[src/design/lsbsd_pkg.sv]
// Shared types and constants for the LSB stego stream decoder.
`timescale 1ns / 1ps

package lsbsd_pkg;

  // Widths fixed by the stream format
  localparam int unsigned ImgW   = 8;
  localparam int unsigned MagicW = 64;
  localparam int unsigned WordW  = 32;
  localparam int unsigned CntW   = 5;
  localparam int unsigned ItemW  = 31;
  localparam int unsigned MagMaxChars = 8;

  // Configuration register indexes
  localparam logic [1:0] CfgHeaderBytes = 2'd0;
  localparam logic [1:0] CfgMagicLength = 2'd1;
  localparam logic [1:0] CfgMagicWord   = 2'd2;

  // Reset values of the configuration registers
  localparam logic [7:0]        HeaderBytesRst = 8'd54;
  localparam logic [3:0]        MagicLengthRst = 4'd2;
  localparam logic [MagicW-1:0] MagicWordRst   = 64'd10787;

  typedef enum logic [2:0] {
    PH_HEADER,
    PH_MAGIC,
    PH_EXTLEN,
    PH_EXT,
    PH_DATALEN,
    PH_DATA,
    PH_DONE
  } phase_e;

  typedef enum logic [1:0] {
    KIND_EXT    = 2'd0,
    KIND_DATA   = 2'd1,
    KIND_STATUS = 2'd2
  } kind_e;

  typedef enum logic [1:0] {
    STAT_BUSY   = 2'd0,
    STAT_OK     = 2'd1,
    STAT_MAGIC  = 2'd2,
    STAT_EXTLEN = 2'd3
  } status_e;

  // One result item
  typedef struct packed {
    logic [7:0] data;
    kind_e      kind;
    status_e    status;
    logic       last;
  } res_t;

  // Configuration seen by the parser
  typedef struct packed {
    logic [7:0]        header_bytes;
    logic [3:0]        magic_length;
    logic [MagicW-1:0] magic_word;
  } cfg_t;

endpackage

[src/design/lsbsd_in_reg.sv]
// Input register stage holding one accepted image byte request.
`timescale 1ns / 1ps

module lsbsd_in_reg (
  input  logic                     clk_i,
  input  logic                     rst_ni,
  input  logic                     valid_i,
  output logic                     ready_o,
  input  logic [lsbsd_pkg::ImgW-1:0] byte_i,
  input  logic                     frame_start_i,
  output logic                     valid_o,
  input  logic                     advance_i,
  output logic                     bit_o,
  output logic                     frame_start_o
);
  import lsbsd_pkg::*;

  logic valid_q, valid_d;
  logic bit_q, fs_q;

  // Take a new request when empty or when the held one moves on
  assign ready_o = !valid_q || advance_i;

  always_comb begin
    valid_d = valid_q;
    if (ready_o) begin
      valid_d = valid_i;
    end
  end

  always_ff @(posedge clk_i or negedge rst_ni) begin
    if (!rst_ni) begin
      valid_q <= 1'b0;
    end else begin
      valid_q <= valid_d;
    end
  end

  // Only bit 0 of the image byte carries payload
  always_ff @(posedge clk_i) begin
    if (ready_o && valid_i) begin
      bit_q <= byte_i[0];
      fs_q  <= frame_start_i;
    end
  end

  assign valid_o       = valid_q;
  assign bit_o         = bit_q;
  assign frame_start_o = fs_q;

endmodule

[src/design/lsbsd_parser.sv]
// Parse state and single-step decode of one payload bit.
`timescale 1ns / 1ps

module lsbsd_parser #(
  parameter int unsigned EXTENSION_CAPACITY = 8
) (
  input  logic              clk_i,
  input  logic              rst_ni,
  input  logic              step_i,
  input  logic              bit_i,
  input  logic              frame_start_i,
  input  lsbsd_pkg::cfg_t   cfg_i,
  output logic              res_valid_o,
  output lsbsd_pkg::res_t   res_o
);
  import lsbsd_pkg::*;

  localparam int unsigned ElW = (EXTENSION_CAPACITY > 1) ? $clog2(EXTENSION_CAPACITY) : 1;

  phase_e            phase_q, phase_d;
  logic [7:0]        hc_q, hc_d;
  logic [CntW-1:0]   bc_q, bc_d;
  logic [WordW-1:0]  acc_q, acc_d;
  logic [ItemW-1:0]  ic_q, ic_d;
  logic [ElW-1:0]    el_q, el_d;
  logic [ItemW-1:0]  dl_q, dl_d;

  logic              run;
  logic              wide;
  logic              full;
  logic [CntW:0]     cnt1;
  logic [WordW-1:0]  acc_sh;
  logic [3:0]        mcnt;
  logic [7:0]        want;
  logic [ItemW-1:0]  ic_inc;

  // Effective magic character count, capped at eight
  assign mcnt = (cfg_i.magic_length > 4'(MagMaxChars)) ? 4'(MagMaxChars) : cfg_i.magic_length;

  always_comb begin
    phase_d = phase_q;
    hc_d    = hc_q;
    bc_d    = bc_q;
    acc_d   = acc_q;
    ic_d    = ic_q;
    el_d    = el_q;
    dl_d    = dl_q;
    res_valid_o = 1'b0;
    res_o   = '{data: 8'd0, kind: KIND_STATUS, status: STAT_BUSY, last: 1'b0};
    run     = 1'b1;
    full    = 1'b0;
    acc_sh  = '0;
    cnt1    = '0;
    want    = '0;
    ic_inc  = '0;

    // Restart the parse on a frame start
    if (frame_start_i) begin
      phase_d = PH_HEADER;
      hc_d    = '0;
      bc_d    = '0;
      acc_d   = '0;
      ic_d    = '0;
      el_d    = '0;
      dl_d    = '0;
    end

    // Skip header bytes, then fall into the first payload phase
    if (phase_d == PH_HEADER) begin
      if (hc_d < cfg_i.header_bytes) begin
        hc_d = hc_d + 8'd1;
        run  = 1'b0;
      end else begin
        ic_d    = '0;
        phase_d = (mcnt == 4'd0) ? PH_EXTLEN : PH_MAGIC;
      end
    end

    wide = (phase_d == PH_EXTLEN) || (phase_d == PH_DATALEN);

    // Shift the payload bit in, MSB first
    if (run && (phase_d != PH_DONE) && (phase_d != PH_HEADER)) begin
      acc_sh = {acc_d[WordW-2:0], bit_i};
      cnt1   = {1'b0, bc_d} + (CntW+1)'(1);
      full   = wide ? (cnt1 >= (CntW+1)'(WordW)) : (cnt1 >= (CntW+1)'(8));
      if (full) begin
        acc_d = '0;
        bc_d  = '0;
      end else begin
        acc_d = acc_sh;
        bc_d  = cnt1[CntW-1:0];
      end
    end

    ic_inc = ic_d + ItemW'(1);
    want   = cfg_i.magic_word[{ic_d[2:0], 3'b000} +: 8];

    if (full) begin
      unique case (phase_d)
        PH_MAGIC: begin
          if (acc_sh[7:0] != want) begin
            phase_d     = PH_DONE;
            res_valid_o = 1'b1;
            res_o       = '{data: 8'd0, kind: KIND_STATUS, status: STAT_MAGIC, last: 1'b1};
          end else begin
            ic_d = ic_inc;
            if (ic_inc >= ItemW'(mcnt)) begin
              ic_d    = '0;
              phase_d = PH_EXTLEN;
            end
          end
        end
        PH_EXTLEN: begin
          if (acc_sh[WordW-1] || (acc_sh >= WordW'(EXTENSION_CAPACITY))) begin
            phase_d     = PH_DONE;
            res_valid_o = 1'b1;
            res_o       = '{data: 8'd0, kind: KIND_STATUS, status: STAT_EXTLEN, last: 1'b1};
          end else begin
            el_d    = acc_sh[ElW-1:0];
            ic_d    = '0;
            phase_d = (acc_sh == '0) ? PH_DATALEN : PH_EXT;
          end
        end
        PH_EXT: begin
          ic_d = ic_inc;
          if (ic_inc >= ItemW'(el_d)) begin
            ic_d    = '0;
            phase_d = PH_DATALEN;
          end
          res_valid_o = 1'b1;
          res_o       = '{data: acc_sh[7:0], kind: KIND_EXT, status: STAT_BUSY, last: 1'b0};
        end
        PH_DATALEN: begin
          dl_d = acc_sh[ItemW-1:0];
          ic_d = '0;
          if (acc_sh[WordW-1] || (acc_sh == '0)) begin
            phase_d     = PH_DONE;
            res_valid_o = 1'b1;
            res_o       = '{data: 8'd0, kind: KIND_STATUS, status: STAT_OK, last: 1'b1};
          end else begin
            phase_d = PH_DATA;
          end
        end
        PH_DATA: begin
          ic_d        = ic_inc;
          res_valid_o = 1'b1;
          if (ic_inc >= dl_d) begin
            phase_d = PH_DONE;
            res_o   = '{data: acc_sh[7:0], kind: KIND_DATA, status: STAT_OK, last: 1'b1};
          end else begin
            res_o   = '{data: acc_sh[7:0], kind: KIND_DATA, status: STAT_BUSY, last: 1'b0};
          end
        end
        default: begin
          phase_d = PH_DONE;
        end
      endcase
    end

    // Hold everything unless a request steps the parser
    if (!step_i) begin
      res_valid_o = 1'b0;
    end
  end

  always_ff @(posedge clk_i or negedge rst_ni) begin
    if (!rst_ni) begin
      phase_q <= PH_HEADER;
      hc_q    <= '0;
      bc_q    <= '0;
      acc_q   <= '0;
      ic_q    <= '0;
      el_q    <= '0;
      dl_q    <= '0;
    end else if (step_i) begin
      phase_q <= phase_d;
      hc_q    <= hc_d;
      bc_q    <= bc_d;
      acc_q   <= acc_d;
      ic_q    <= ic_d;
      el_q    <= el_d;
      dl_q    <= dl_d;
    end
  end

endmodule

[src/design/lsbsd_out_reg.sv]
// Result register driving the output stream.
`timescale 1ns / 1ps

module lsbsd_out_reg (
  input  logic            clk_i,
  input  logic            rst_ni,
  input  logic            load_i,
  input  lsbsd_pkg::res_t res_i,
  output logic            ready_o,
  output logic            valid_o,
  input  logic            ready_i,
  output lsbsd_pkg::res_t res_o
);
  import lsbsd_pkg::*;

  logic valid_q, valid_d;
  res_t res_q;

  // Free when empty or when the held result is taken this cycle
  assign ready_o = !valid_q || ready_i;

  always_comb begin
    valid_d = valid_q;
    if (ready_o) begin
      valid_d = load_i;
    end
  end

  always_ff @(posedge clk_i or negedge rst_ni) begin
    if (!rst_ni) begin
      valid_q <= 1'b0;
    end else begin
      valid_q <= valid_d;
    end
  end

  always_ff @(posedge clk_i) begin
    if (ready_o && load_i) begin
      res_q <= res_i;
    end
  end

  assign valid_o = valid_q;
  assign res_o   = res_q;

endmodule

[src/design/lsb_stego_stream_decoder_unit.sv]
// A byte's result, if any, loads the result register after the input register.
// Throughput: one byte per cycle unless the output stalls; at most one result per byte.
// The input register, one step of parse logic and the result register set that rate.
// Reset clears the parse to the header skip phase and loads the register defaults.
// Output stalls back up through the result register to the input side.
`timescale 1ns / 1ps

module lsb_stego_stream_decoder_unit #(
  parameter int unsigned EXTENSION_CAPACITY = 8
) (
  input  logic        clk_i,
  input  logic        rst_ni,
  // Input stream
  input  logic        s_axis_tvalid_i,
  output logic        s_axis_tready_o,
  input  logic [7:0]  s_axis_tdata_i,   // [7:0] image_byte
  input  logic        s_axis_tuser_i,   // [0] frame_start
  // Output stream
  output logic        m_axis_tvalid_o,
  input  logic        m_axis_tready_i,
  output logic [7:0]  m_axis_tdata_o,   // [7:0] decoded_byte
  output logic [3:0]  m_axis_tuser_o,   // [1:0] result_kind, [3:2] status_code
  output logic        m_axis_tlast_o,   // last_of_frame
  // Configuration writes
  input  logic        cfg_we_i,
  input  logic [1:0]  cfg_idx_i,
  input  logic [63:0] cfg_data_i
);
  import lsbsd_pkg::*;

  cfg_t cfg_q;
  logic in_valid, in_bit, in_fs;
  logic out_ready, step;
  logic res_valid;
  res_t res, res_out;

  // Write configuration registers; other indexes are dropped
  always_ff @(posedge clk_i or negedge rst_ni) begin
    if (!rst_ni) begin
      cfg_q.header_bytes <= HeaderBytesRst;
      cfg_q.magic_length <= MagicLengthRst;
      cfg_q.magic_word   <= MagicWordRst;
    end else if (cfg_we_i) begin
      unique case (cfg_idx_i)
        CfgHeaderBytes: cfg_q.header_bytes <= cfg_data_i[7:0];
        CfgMagicLength: cfg_q.magic_length <= cfg_data_i[3:0];
        CfgMagicWord:   cfg_q.magic_word   <= cfg_data_i;
        default: ;
      endcase
    end
  end

  // Advance the held request when the result register has room
  assign step = in_valid && out_ready;

  lsbsd_in_reg u_in (
    .clk_i         (clk_i),
    .rst_ni        (rst_ni),
    .valid_i       (s_axis_tvalid_i),
    .ready_o       (s_axis_tready_o),
    .byte_i        (s_axis_tdata_i),
    .frame_start_i (s_axis_tuser_i),
    .valid_o       (in_valid),
    .advance_i     (out_ready),
    .bit_o         (in_bit),
    .frame_start_o (in_fs)
  );

  lsbsd_parser #(
    .EXTENSION_CAPACITY (EXTENSION_CAPACITY)
  ) u_parser (
    .clk_i         (clk_i),
    .rst_ni        (rst_ni),
    .step_i        (step),
    .bit_i         (in_bit),
    .frame_start_i (in_fs),
    .cfg_i         (cfg_q),
    .res_valid_o   (res_valid),
    .res_o         (res)
  );

  lsbsd_out_reg u_out (
    .clk_i   (clk_i),
    .rst_ni  (rst_ni),
    .load_i  (res_valid),
    .res_i   (res),
    .ready_o (out_ready),
    .valid_o (m_axis_tvalid_o),
    .ready_i (m_axis_tready_i),
    .res_o   (res_out)
  );

  assign m_axis_tdata_o = res_out.data;
  assign m_axis_tuser_o = {res_out.status, res_out.kind};
  assign m_axis_tlast_o = res_out.last;

endmodule

[config.mk]
export PLATFORM = sky130hd
export DESIGN_NAME = lsb_stego_stream_decoder_unit
export DESIGN_NICKNAME = d
export VERILOG_FILES = /design/src/design/lsbsd_pkg.sv /design/src/design/lsbsd_in_reg.sv /design/src/design/lsbsd_parser.sv /design/src/design/lsbsd_out_reg.sv /design/src/design/lsb_stego_stream_decoder_unit.sv
export SDC_FILE = /design/constraint.sdc
export NUM_CORES = 1
export LEC_CHECK = 0
export ABC_AREA = 1
export ABC_CLOCK_PERIOD_IN_PS = 17460
export BUFFER_PORTS_ARGS = -buffer_cell sky130_fd_sc_hd__buf_2
export CAP_MARGIN = 40
export CORE_MARGIN = 2
export CORE_UTILIZATION = 34
export DETAILED_ROUTE_END_ITERATION = 8
export GPL_ROUTABILITY_DRIVEN = 0
export MAX_ROUTING_LAYER = met4
export PLACE_DENSITY = 0.57
export SLEW_MARGIN = 20
export SYNTH_ARGS = -nofsm -noshare
export SYNTH_HDL_FRONTEND = slang
export SYNTH_HIERARCHICAL = 1
export SYNTH_SLANG_ARGS = --single-unit
[constraint.sdc]
create_clock -name clk_i -period 17.46 [get_ports clk_i]
set_input_delay 1.746 -clock clk_i [delete_from_list [all_inputs] [get_ports clk_i]]
set_output_delay 1.746 -clock clk_i [all_outputs]
set_load 0.005 [all_outputs]
==> results of run 1 <==
-- sequential cells by signal (all words and copies together) (netlist names), 3 cells and up --
signal and count:
u_parser/phase_q 3, u_parser/hc_q 8, u_parser/acc_q 31, u_out/res_o 13
u_parser/bc_q 5, u_parser/ic_q 31, u_parser/dl_q 31, u_parser/el_q 3
cfg_q 76
-- kinds of logic after synthesis --
family | share of synthesized area [%]
AND/OR/NAND/NOR | 34.4
XOR/XNOR | 1.66
AO/OA/AOI/OAI | 11.4
adder cells (fa/ha/maj) | 3.66
buffers and inverters | 10.8
flip-flops | 38.2
-- cells in the final DEF, fill, tap and decap left out, types with 11 or more instances in the layout --
master and count:
nand2_1 554, inv_1 240, nor2_1 205, nand3_1 181, dfrtp_1 179, o21ai_0 122, a21oi_1 95, buf_2 86
nand4_1 83, ha_1 40, clkbuf_16 26, o211ai_1 18, xor2_1 17, a22oi_1 17, edfxtp_1 15, buf_4 14
nor3_1 12, dfstp_2 11
-- Yosys cell counts (all sizes together) --
master	count	area, um2
xor2	18	165
a31oi	3	18.8
dfstp	11	289
nand2	564	2160
xnor2	7	61.3
buf	60	369
o211ai	18	135
nor4	1	6.26
inv	247	930
o21a	2	15.0
or3	1	6.26
a21oi	96	480
a21boi	1	7.51
a22oi	17	128
nand4	83	519
nor2	222	908
nand3b	2	15.0
nand3	192	1020
ha	40	500
clkbuf	42	158
a211oi	2	15.0
a21o	2	15.0
a41oi	5	43.8
o31a	1	8.76
nor4b	1	8.76
o21bai	2	15.0
o21ai	129	646
clkinv	4	15.0
o2111ai	1	8.76
edfxtp	15	450
dfrtp	179	4480
o22ai	3	18.8
nor3	12	60.1
-- layout make-up --
class	instances	area (um2)	area share (%)
multi-input cells	1425	6990	45.2
clock buffers	37	762	4.92
repair buffers	108	684	4.42
well taps	525	657	4.24
flip-flops and latches	205	5220	33.7
inverters	251	946	6.11
clock inverters	11	214	1.38
-- per-layer routing --
layer	track usage, %	wire length [um]
met5	-	0
met4	6.34	1310
met3	2.78	2230
met2	31.6	18200
met1	27.5	18900
-- worst paths after layout --
kind	from	endpoint	cells past startpoint
setup / recovery	u_in/frame_start_o	u_out/res_o[0]	32
hold / removal	cfg_q[70]	cfg_q[70]	2
setup reg to reg	u_in/frame_start_o	u_out/res_o[0]	32
hold reg to reg	cfg_q[70]	cfg_q[70]	2
max in group asynchronous	rst_ni	cfg_q[36]	5
min in group asynchronous	rst_ni	u_parser/ic_q[27]	1
-- power groups by stage --
stage	logic (mW)	clock network (mW)	registers, mW
floorplan	0.394	0	0.586
global placement	0.524	0	0.595
detailed placement	0.538	0	0.596
CTS	0.541	0.617	0.588
global route	0.620	0.638	0.597
finish	0.547	0.601	0.588
-- critical path, delay by kind of cell, from the launching register on --
kind            cells  cell delay [ps]
simple gates       25             4520
flops               1              420
buf+inv             2              740
compound gates      2              400
fa+ha+maj           3              960
==> flow_metrics.tcl, run 1 <==
set metrics [dict create \
    status "finished, final reports clean" \
    finClkSkew_ps 26.4 \
    grt_pass1_wl_mm 66.6 \
    utilization_pct 38.9 \
    grt_max_degree 84 \
    chipWidth_um 205 \
    wl_mm 40.6 \
    worstSkewPairLatency_ps 570 \
    dr.pass1.iters 5 \
    avgSynthCellArea_um2 6.90 \
    worst_ep_arrival_time_ps 7630 \
    hold_ws_ps 461 \
    worstSetupPathType "reg2reg" \
    worst_pin_slew_ps 827 \
    grt_pass1_vias 12800 \
    cts_buffers 26 \
    diodes 0 \
    ys_ff_latch 205 \
    seq_area_frac_synth_pct 38.2 \
    fin_nets 2137 \
    grt_usage_pct 20.3 \
    cts_tree "yes" \
    fmax_mhz 138 \
    core_area_um2 39700 \
    p_leak_nw 7.65 \
    drive_gt1_share_pct 10.4 \
    p_sw_share_pct 36.9 \
    critPathRequiredTime_ps 17870 \
    pwr-share-seq_pct 33.9 \
    io_pins 95 \
    power_mw 1.74 \
    yosys_warnings 6 \
    endpoint_kind "flop" \
    power.density_nw_per_um2 112 \
    ir_drop_mv 0.0651 \
    num_vias 13100 \
    hold_viol_final 0 \
    period_minus_slack_ps 7230 \
    relSlewSlack_pct 44.8 \
    stdcell_count 2562 \
    syn-instance-count 1983 \
    synth_area_um2 13700 \
    r2r_slack_ps 10230 \
    postPlaceCellArea_um2 14400 \
    post-place-ws_ps 10400 \
    dieArea_um2 41800 \
    cts-htree-levels 1 \
    portBuffers 87 \
    wire_per_inst_um 15.8 \
    cap_viol_max_count 0 \
    area_growth_syn_to_layout_pct 13.1 \
    post_cts_resized 0 \
    nFillCells 4219 \
    antenna_left 0 \
    finalInstanceArea_um2 15500 \
    cp_slowest_cell "buf_4" \
    rows 73 \
    postCtsSetupBuffers 0 \
    initial_utilization_pct 34.4 \
    maxSlewViolCount 0 \
    antenna_found_initial 0 \
    pwr-share-comb_pct 31.5 \
    cp_slowest_stage_delay_ps 680 \
    dieHeight_um 205 \
    cts_sinks 205 \
    clk_pin_slew_ps 60 \
    cts.hold.buffers_added 0 \
    vias_per_cell 5.12 \
    dpl.hpwl_mm 28.4 \
    p_switching_mw 0.641 \
    drtIter0Drc 957 \
    p_clk_share_pct 34.6 \
    rsz0062_at_grt "no" \
    syn-num-nets 2103 \
    setup_violations 0 \
    period_share_pct 41.4 \
    placed_cells 2511 \
    grt-ovfl-total 0 \
    clock_path_buffers 3 \
    setup_ws_ps 10230 \
    worstPathMaxFanout 62 \
    cp-start-kind "flop" \
    hold_class "reg2reg" \
    drc 0 \
    tns_ps 0 \
    intPower_mw 1.10 \
    cts_root_buffer "clkbuf_16" \
    synth_cell_types 47 \
]
Note: power is estimated with default switching activity, not from simulation.
==> run 2, diff against run 1 <==
--- a/config.mk
+++ b/config.mk
@@ -6,7 +6,7 @@
 export NUM_CORES = 1
 export LEC_CHECK = 0
 export ABC_AREA = 1
-export ABC_CLOCK_PERIOD_IN_PS = 17460
+export ABC_CLOCK_PERIOD_IN_PS = 5960
 export BUFFER_PORTS_ARGS = -buffer_cell sky130_fd_sc_hd__buf_2
 export CAP_MARGIN = 40
 export CORE_MARGIN = 2
@@ -14,7 +14,7 @@
 export DETAILED_ROUTE_END_ITERATION = 8
 export GPL_ROUTABILITY_DRIVEN = 0
 export MAX_ROUTING_LAYER = met4
-export PLACE_DENSITY = 0.57
+export PLACE_DENSITY = 0.59
 export SLEW_MARGIN = 20
 export SYNTH_ARGS = -nofsm -noshare
 export SYNTH_HDL_FRONTEND = slang
==> constraint.sdc (replaced) <==
create_clock -name clk_i -period 5.96 [get_ports clk_i]
set_input_delay 0.596 -clock clk_i [delete_from_list [all_inputs] [get_ports clk_i]]
set_output_delay 0.596 -clock clk_i [all_outputs]
set_load 0.005 [all_outputs]
==> flow_metrics.tcl, run 2 (synthesized netlist as in run 1, its figures left out) <==
set metrics [dict create \
    wl_mm 39.9 \
    fmax_mhz 185 \
    rows 73 \
    hold_viol_final 0 \
    drive_gt1_share_pct 10.7 \
    power_mw 4.84 \
    worstPathMaxFanout 9 \
    hold_class "in2async" \
    core_area_um2 39700 \
    worstSetupPathType "reg2reg" \
    tns_ps 0 \
    antenna_left 0 \
    cap_viol_max_count 0 \
    hold_ws_ps 68.7 \
    maxSlewViolCount 0 \
    cts-htree-levels 1 \
    finClkSkew_ps 9.73 \
    area_growth_syn_to_layout_pct 12.2 \
    relSlewSlack_pct 47.7 \
    cts_root_buffer "clkbuf_16" \
    period_minus_slack_ps 5410 \
    post_cts_resized 0 \
    grt_max_degree 80 \
    drtIter0Drc 987 \
    setup_violations 0 \
    portBuffers 87 \
    period_share_pct 90.7 \
    utilization_pct 38.6 \
    p_leak_nw 7.63 \
    worst_ep_arrival_time_ps 5720 \
    diodes 0 \
    cp_slowest_cell "edfxtp_1" \
    cts_tree "yes" \
    chipWidth_um 205 \
    grt_pass1_vias 12400 \
    r2r-start "u_in/frame_start_o" \
    cts_buffers 25 \
    crit_family "simple AND/OR/NAND/NOR gates" \
    postPlaceCellArea_um2 14500 \
    post-place-ws_ps 613 \
    initial_utilization_pct 34.4 \
    grt_usage_pct 19.7 \
    antenna_found_initial 0 \
    vias_per_cell 5.10 \
    io_pins 95 \
    dr.pass1.iters 8 \
    worstSkewPairLatency_ps 550 \
    rsz0062_at_grt "no" \
    cp_slowest_stage_delay_ps 360 \
    cts_sinks 205 \
    largest_reg_flops 76 \
    worst_pin_slew_ps 785 \
    endpoint_kind "flop" \
    setup_ws_ps 552 \
    placed_cells 2528 \
    regMostFlops "cfg_q" \
    clock_path_buffers 3 \
    dpl.hpwl_mm 28.3 \
    mostFrequentLayoutCells "nand2_1, inv_1, nor2_1" \
    status "finished, final reports clean" \
    num_vias 13100 \
    power.density_nw_per_um2 315 \
    critPathRequiredTime_ps 6280 \
    cp-start-kind "flop" \
    startpoint "u_in/frame_start_o" \
    cp.buffers_inverters 3 \
    stdcell_count 2573 \
    grt-ovfl-total 0 \
    wire_per_inst_um 15.5 \
    fin_nets 2151 \
    dieArea_um2 41800 \
    nFillCells 4238 \
    ir_drop_mv 0.211 \
    finalInstanceArea_um2 15300 \
    clk_pin_slew_ps 60 \
    drc 0 \
    grt_pass1_wl_mm 64.8 \
    layout_commonest_cell "nand2_1" \
    dieHeight_um 205 \
]
[run 2: cell type report]
cell class,count,area [um2],share of cell area (%)
Multi-Input combinational cell,1425,6990,45.6
Sequential cell,205,5220,34.0
Inverter,251,946,6.16
Timing Repair Buffer,123,734,4.79
Clock buffer,36,728,4.74
Tap cell,525,657,4.28
Clock inverter,8,71.3,0.465
[run 2: final timing paths]
kind                                endpoint  slack (ps)  cells past startpoint
min                        u_parser/ic_q[25]          70                      1
max in group asynchronous   u_parser/hc_q[0]        4620                      2
max                           u_out/res_o[0]         550                     34
min in group clk_i                u_in/bit_o         230                      1
min reg2reg                        cfg_q[70]         470                      2
max reg2reg                   u_out/res_o[0]         550                     34
[run 2: per-layer routing]
metal	global-route usage (%)	wire (um)	vias up
met5	-	0	-
met4	6.24	1210	0
met3	2.37	2130	66
met2	30.9	18000	381
met1	26.6	18500	6130
li1	-	-	6548
[run 2: timing repair]
action / 4_1_cts / 5_1_grt
hold buffers: 0 / 0
buffers inserted: 0 / 1
setup endpoints to repair: 0 / 1
[run 2: where the power goes]
group	switching [mW]	total, mW	internal, mW
logic	1.10	1.60	0.498
clock network	0.623	1.51	0.888
registers	0.112	1.73	1.61
==> run 3, diff against run 2 <==
--- a/config.mk
+++ b/config.mk
@@ -6,7 +6,7 @@
 export NUM_CORES = 1
 export LEC_CHECK = 0
 export ABC_AREA = 1
-export ABC_CLOCK_PERIOD_IN_PS = 5960
+export ABC_CLOCK_PERIOD_IN_PS = 5700
 export BUFFER_PORTS_ARGS = -buffer_cell sky130_fd_sc_hd__buf_2
 export CAP_MARGIN = 40
 export CORE_MARGIN = 2
@@ -14,7 +14,7 @@
 export DETAILED_ROUTE_END_ITERATION = 8
 export GPL_ROUTABILITY_DRIVEN = 0
 export MAX_ROUTING_LAYER = met4
-export PLACE_DENSITY = 0.59
+export PLACE_DENSITY = 0.57
 export SLEW_MARGIN = 20
 export SYNTH_ARGS = -nofsm -noshare
 export SYNTH_HDL_FRONTEND = slang
==> constraint.sdc (replaced) <==
create_clock -name clk_i -period 5.7 [get_ports clk_i]
set_input_delay 0.57 -clock clk_i [delete_from_list [all_inputs] [get_ports clk_i]]
set_output_delay 0.57 -clock clk_i [all_outputs]
set_load 0.005 [all_outputs]
==> flow_metrics.tcl, run 3 (synthesized netlist as in run 1, its figures left out) <==
set metrics [dict create \
    cap_viol_max_count 0 \
    hold_viol_final 0 \
    cp_slowest_cell "edfxtp_1" \
    dpl.hpwl_mm 28.6 \
    worst_pin_slew_ps 790 \
    stdcell_count 2584 \
    worstPathMaxFanout 25 \
    largest_reg_flops 76 \
    critPathRequiredTime_ps 6040 \
    power.density_nw_per_um2 336 \
    diodes 0 \
    p_leak_nw 7.72 \
    fin_nets 2160 \
    dieHeight_um 205 \
    relSlewSlack_pct 47.3 \
    cts_sinks 205 \
    cts_tree "yes" \
    wl_mm 40.3 \
    p_switching_mw 1.96 \
    grt-ovfl-total 0 \
    p_clk_share_pct 33.0 \
    antenna_found_initial 0 \
    grt_usage_pct 20.0 \
    mostFrequentLayoutCells "nand2_1, inv_1, nor2_1" \
    crit_family "simple AND/OR/NAND/NOR gates" \
    cp.buffers_inverters 4 \
    setup_violations 0 \
    ir_drop_mv 0.187 \
    area_growth_syn_to_layout_pct 13.5 \
    grt_pass1_vias 12400 \
    cp-start-kind "flop" \
    core_area_um2 39700 \
    pwr-share-seq_pct 34.6 \
    pwr-share-comb_pct 32.4 \
    regMostFlops "cfg_q" \
    period_minus_slack_ps 5360 \
    clock_path_buffers 3 \
    dr.pass1.iters 7 \
    cp_slowest_stage_delay_ps 650 \
    finClkSkew_ps 22.2 \
    drive_gt1_share_pct 11.3 \
    cts_buffers 26 \
    placed_cells 2535 \
    portBuffers 87 \
    io_pins 95 \
    grt_pass1_wl_mm 65.2 \
    p_sw_share_pct 37.6 \
    chipWidth_um 205 \
    post_cts_resized 0 \
    vias_per_cell 5.10 \
    cts-htree-levels 1 \
    path_common_cell "nand2_1" \
    maxSlewViolCount 0 \
    layout_commonest_cell "nand2_1" \
    drc 0 \
    hold_class "in2reg" \
    grt_max_degree 93 \
    antenna_left 0 \
    drtIter0Drc 1043 \
    clk_pin_slew_ps 60 \
    worst_ep_arrival_time_ps 5700 \
    period_share_pct 94.1 \
    worstSetupPathType "reg2reg" \
    cts_root_buffer "clkbuf_16" \
    post-place-ws_ps 539 \
    fmax_mhz 187 \
    wire_per_inst_um 15.6 \
    num_vias 13200 \
    worstSkewPairLatency_ps 570 \
    setup_ws_ps 338 \
    dieArea_um2 41800 \
    tns_ps 0 \
    rsz0062_at_grt "no" \
    endpoint_kind "flop" \
    rows 73 \
    initial_utilization_pct 34.4 \
    intPower_mw 3.25 \
    status "finished, final reports clean" \
]
[run 3: cell types whose count changed in the layout (fill, tap and decap cells not counted), sizes merged]
cell	previous run	this run
clkinvlp	1	0
dlygate4sd3	0	1
clkbuf	37	35
buf	122	129
bufinv	1	3
clkinv	9	13
[run 3: layout make-up]
cell class / count / area (um2)
fill: 4269 / 24200
multi-input combinational: 1425 / 6990
sequential: 205 / 5220
inverter: 251 / 946
timing repair buffer: 131 / 810
clock buffer: 34 / 731
tap: 525 / 657
clock inverter: 13 / 166
[run 3: metal layers]
layer	vias to the layer above	global-route usage [%]	share of wire (%)
met1	6162	27.3	47
met4	0	7.01	3.7
met5	-	-	0
met3	93	2.50	4.7
met2	364	30.6	45
li1	6561	-	-
[run 3: timing repair]
action / CTS / global route
endpoints found under the hold margin: 0 / 9
hold buffers: 0 / 1
buffers inserted: 0 / 0
[run 3: stage by stage]
stage | cell area, um2 | util, % | hold WS, ps | total power, mW
detailed placement | 14600 | 36.7 | 453 | 3.51
global placement | 14600 | 36.7 | 451 | 3.47
floorplan | 13700 | - | 274 | 3.00
CTS | 15500 | 39.0 | 134 | 5.25
global route | 15500 | 39.1 | 170 | 5.56
finish | 15500 | 39.1 | 189 | 5.21
[run 3: worst paths after layout]
kind	start	to	slack, ps	depth (start not counted)
worst max-delay path	u_in/frame_start_o	u_out/res_o[0]	340	30
worst min-delay path	s_axis_tdata_i[0]	u_in/bit_o	190	1
worst max register to register	u_in/frame_start_o	u_out/res_o[0]	340	30
worst min register to register	cfg_q[69]	cfg_q[69]	460	2
min in group asynchronous	rst_ni	u_parser/ic_q[27]	430	2
max in group asynchronous	rst_ni	u_parser/ic_q[5]	3950	4
[run 3: power groups by stage]
stage | clock network (mW) | logic, mW | registers [mW]
after global routing | 1.82 | 1.91 | 1.83
after global placement | 0 | 1.64 | 1.83
after floorplan | 0 | 1.21 | 1.80
after CTS | 1.76 | 1.69 | 1.80
after detailed placement | 0 | 1.68 | 1.83
final | 1.72 | 1.69 | 1.81
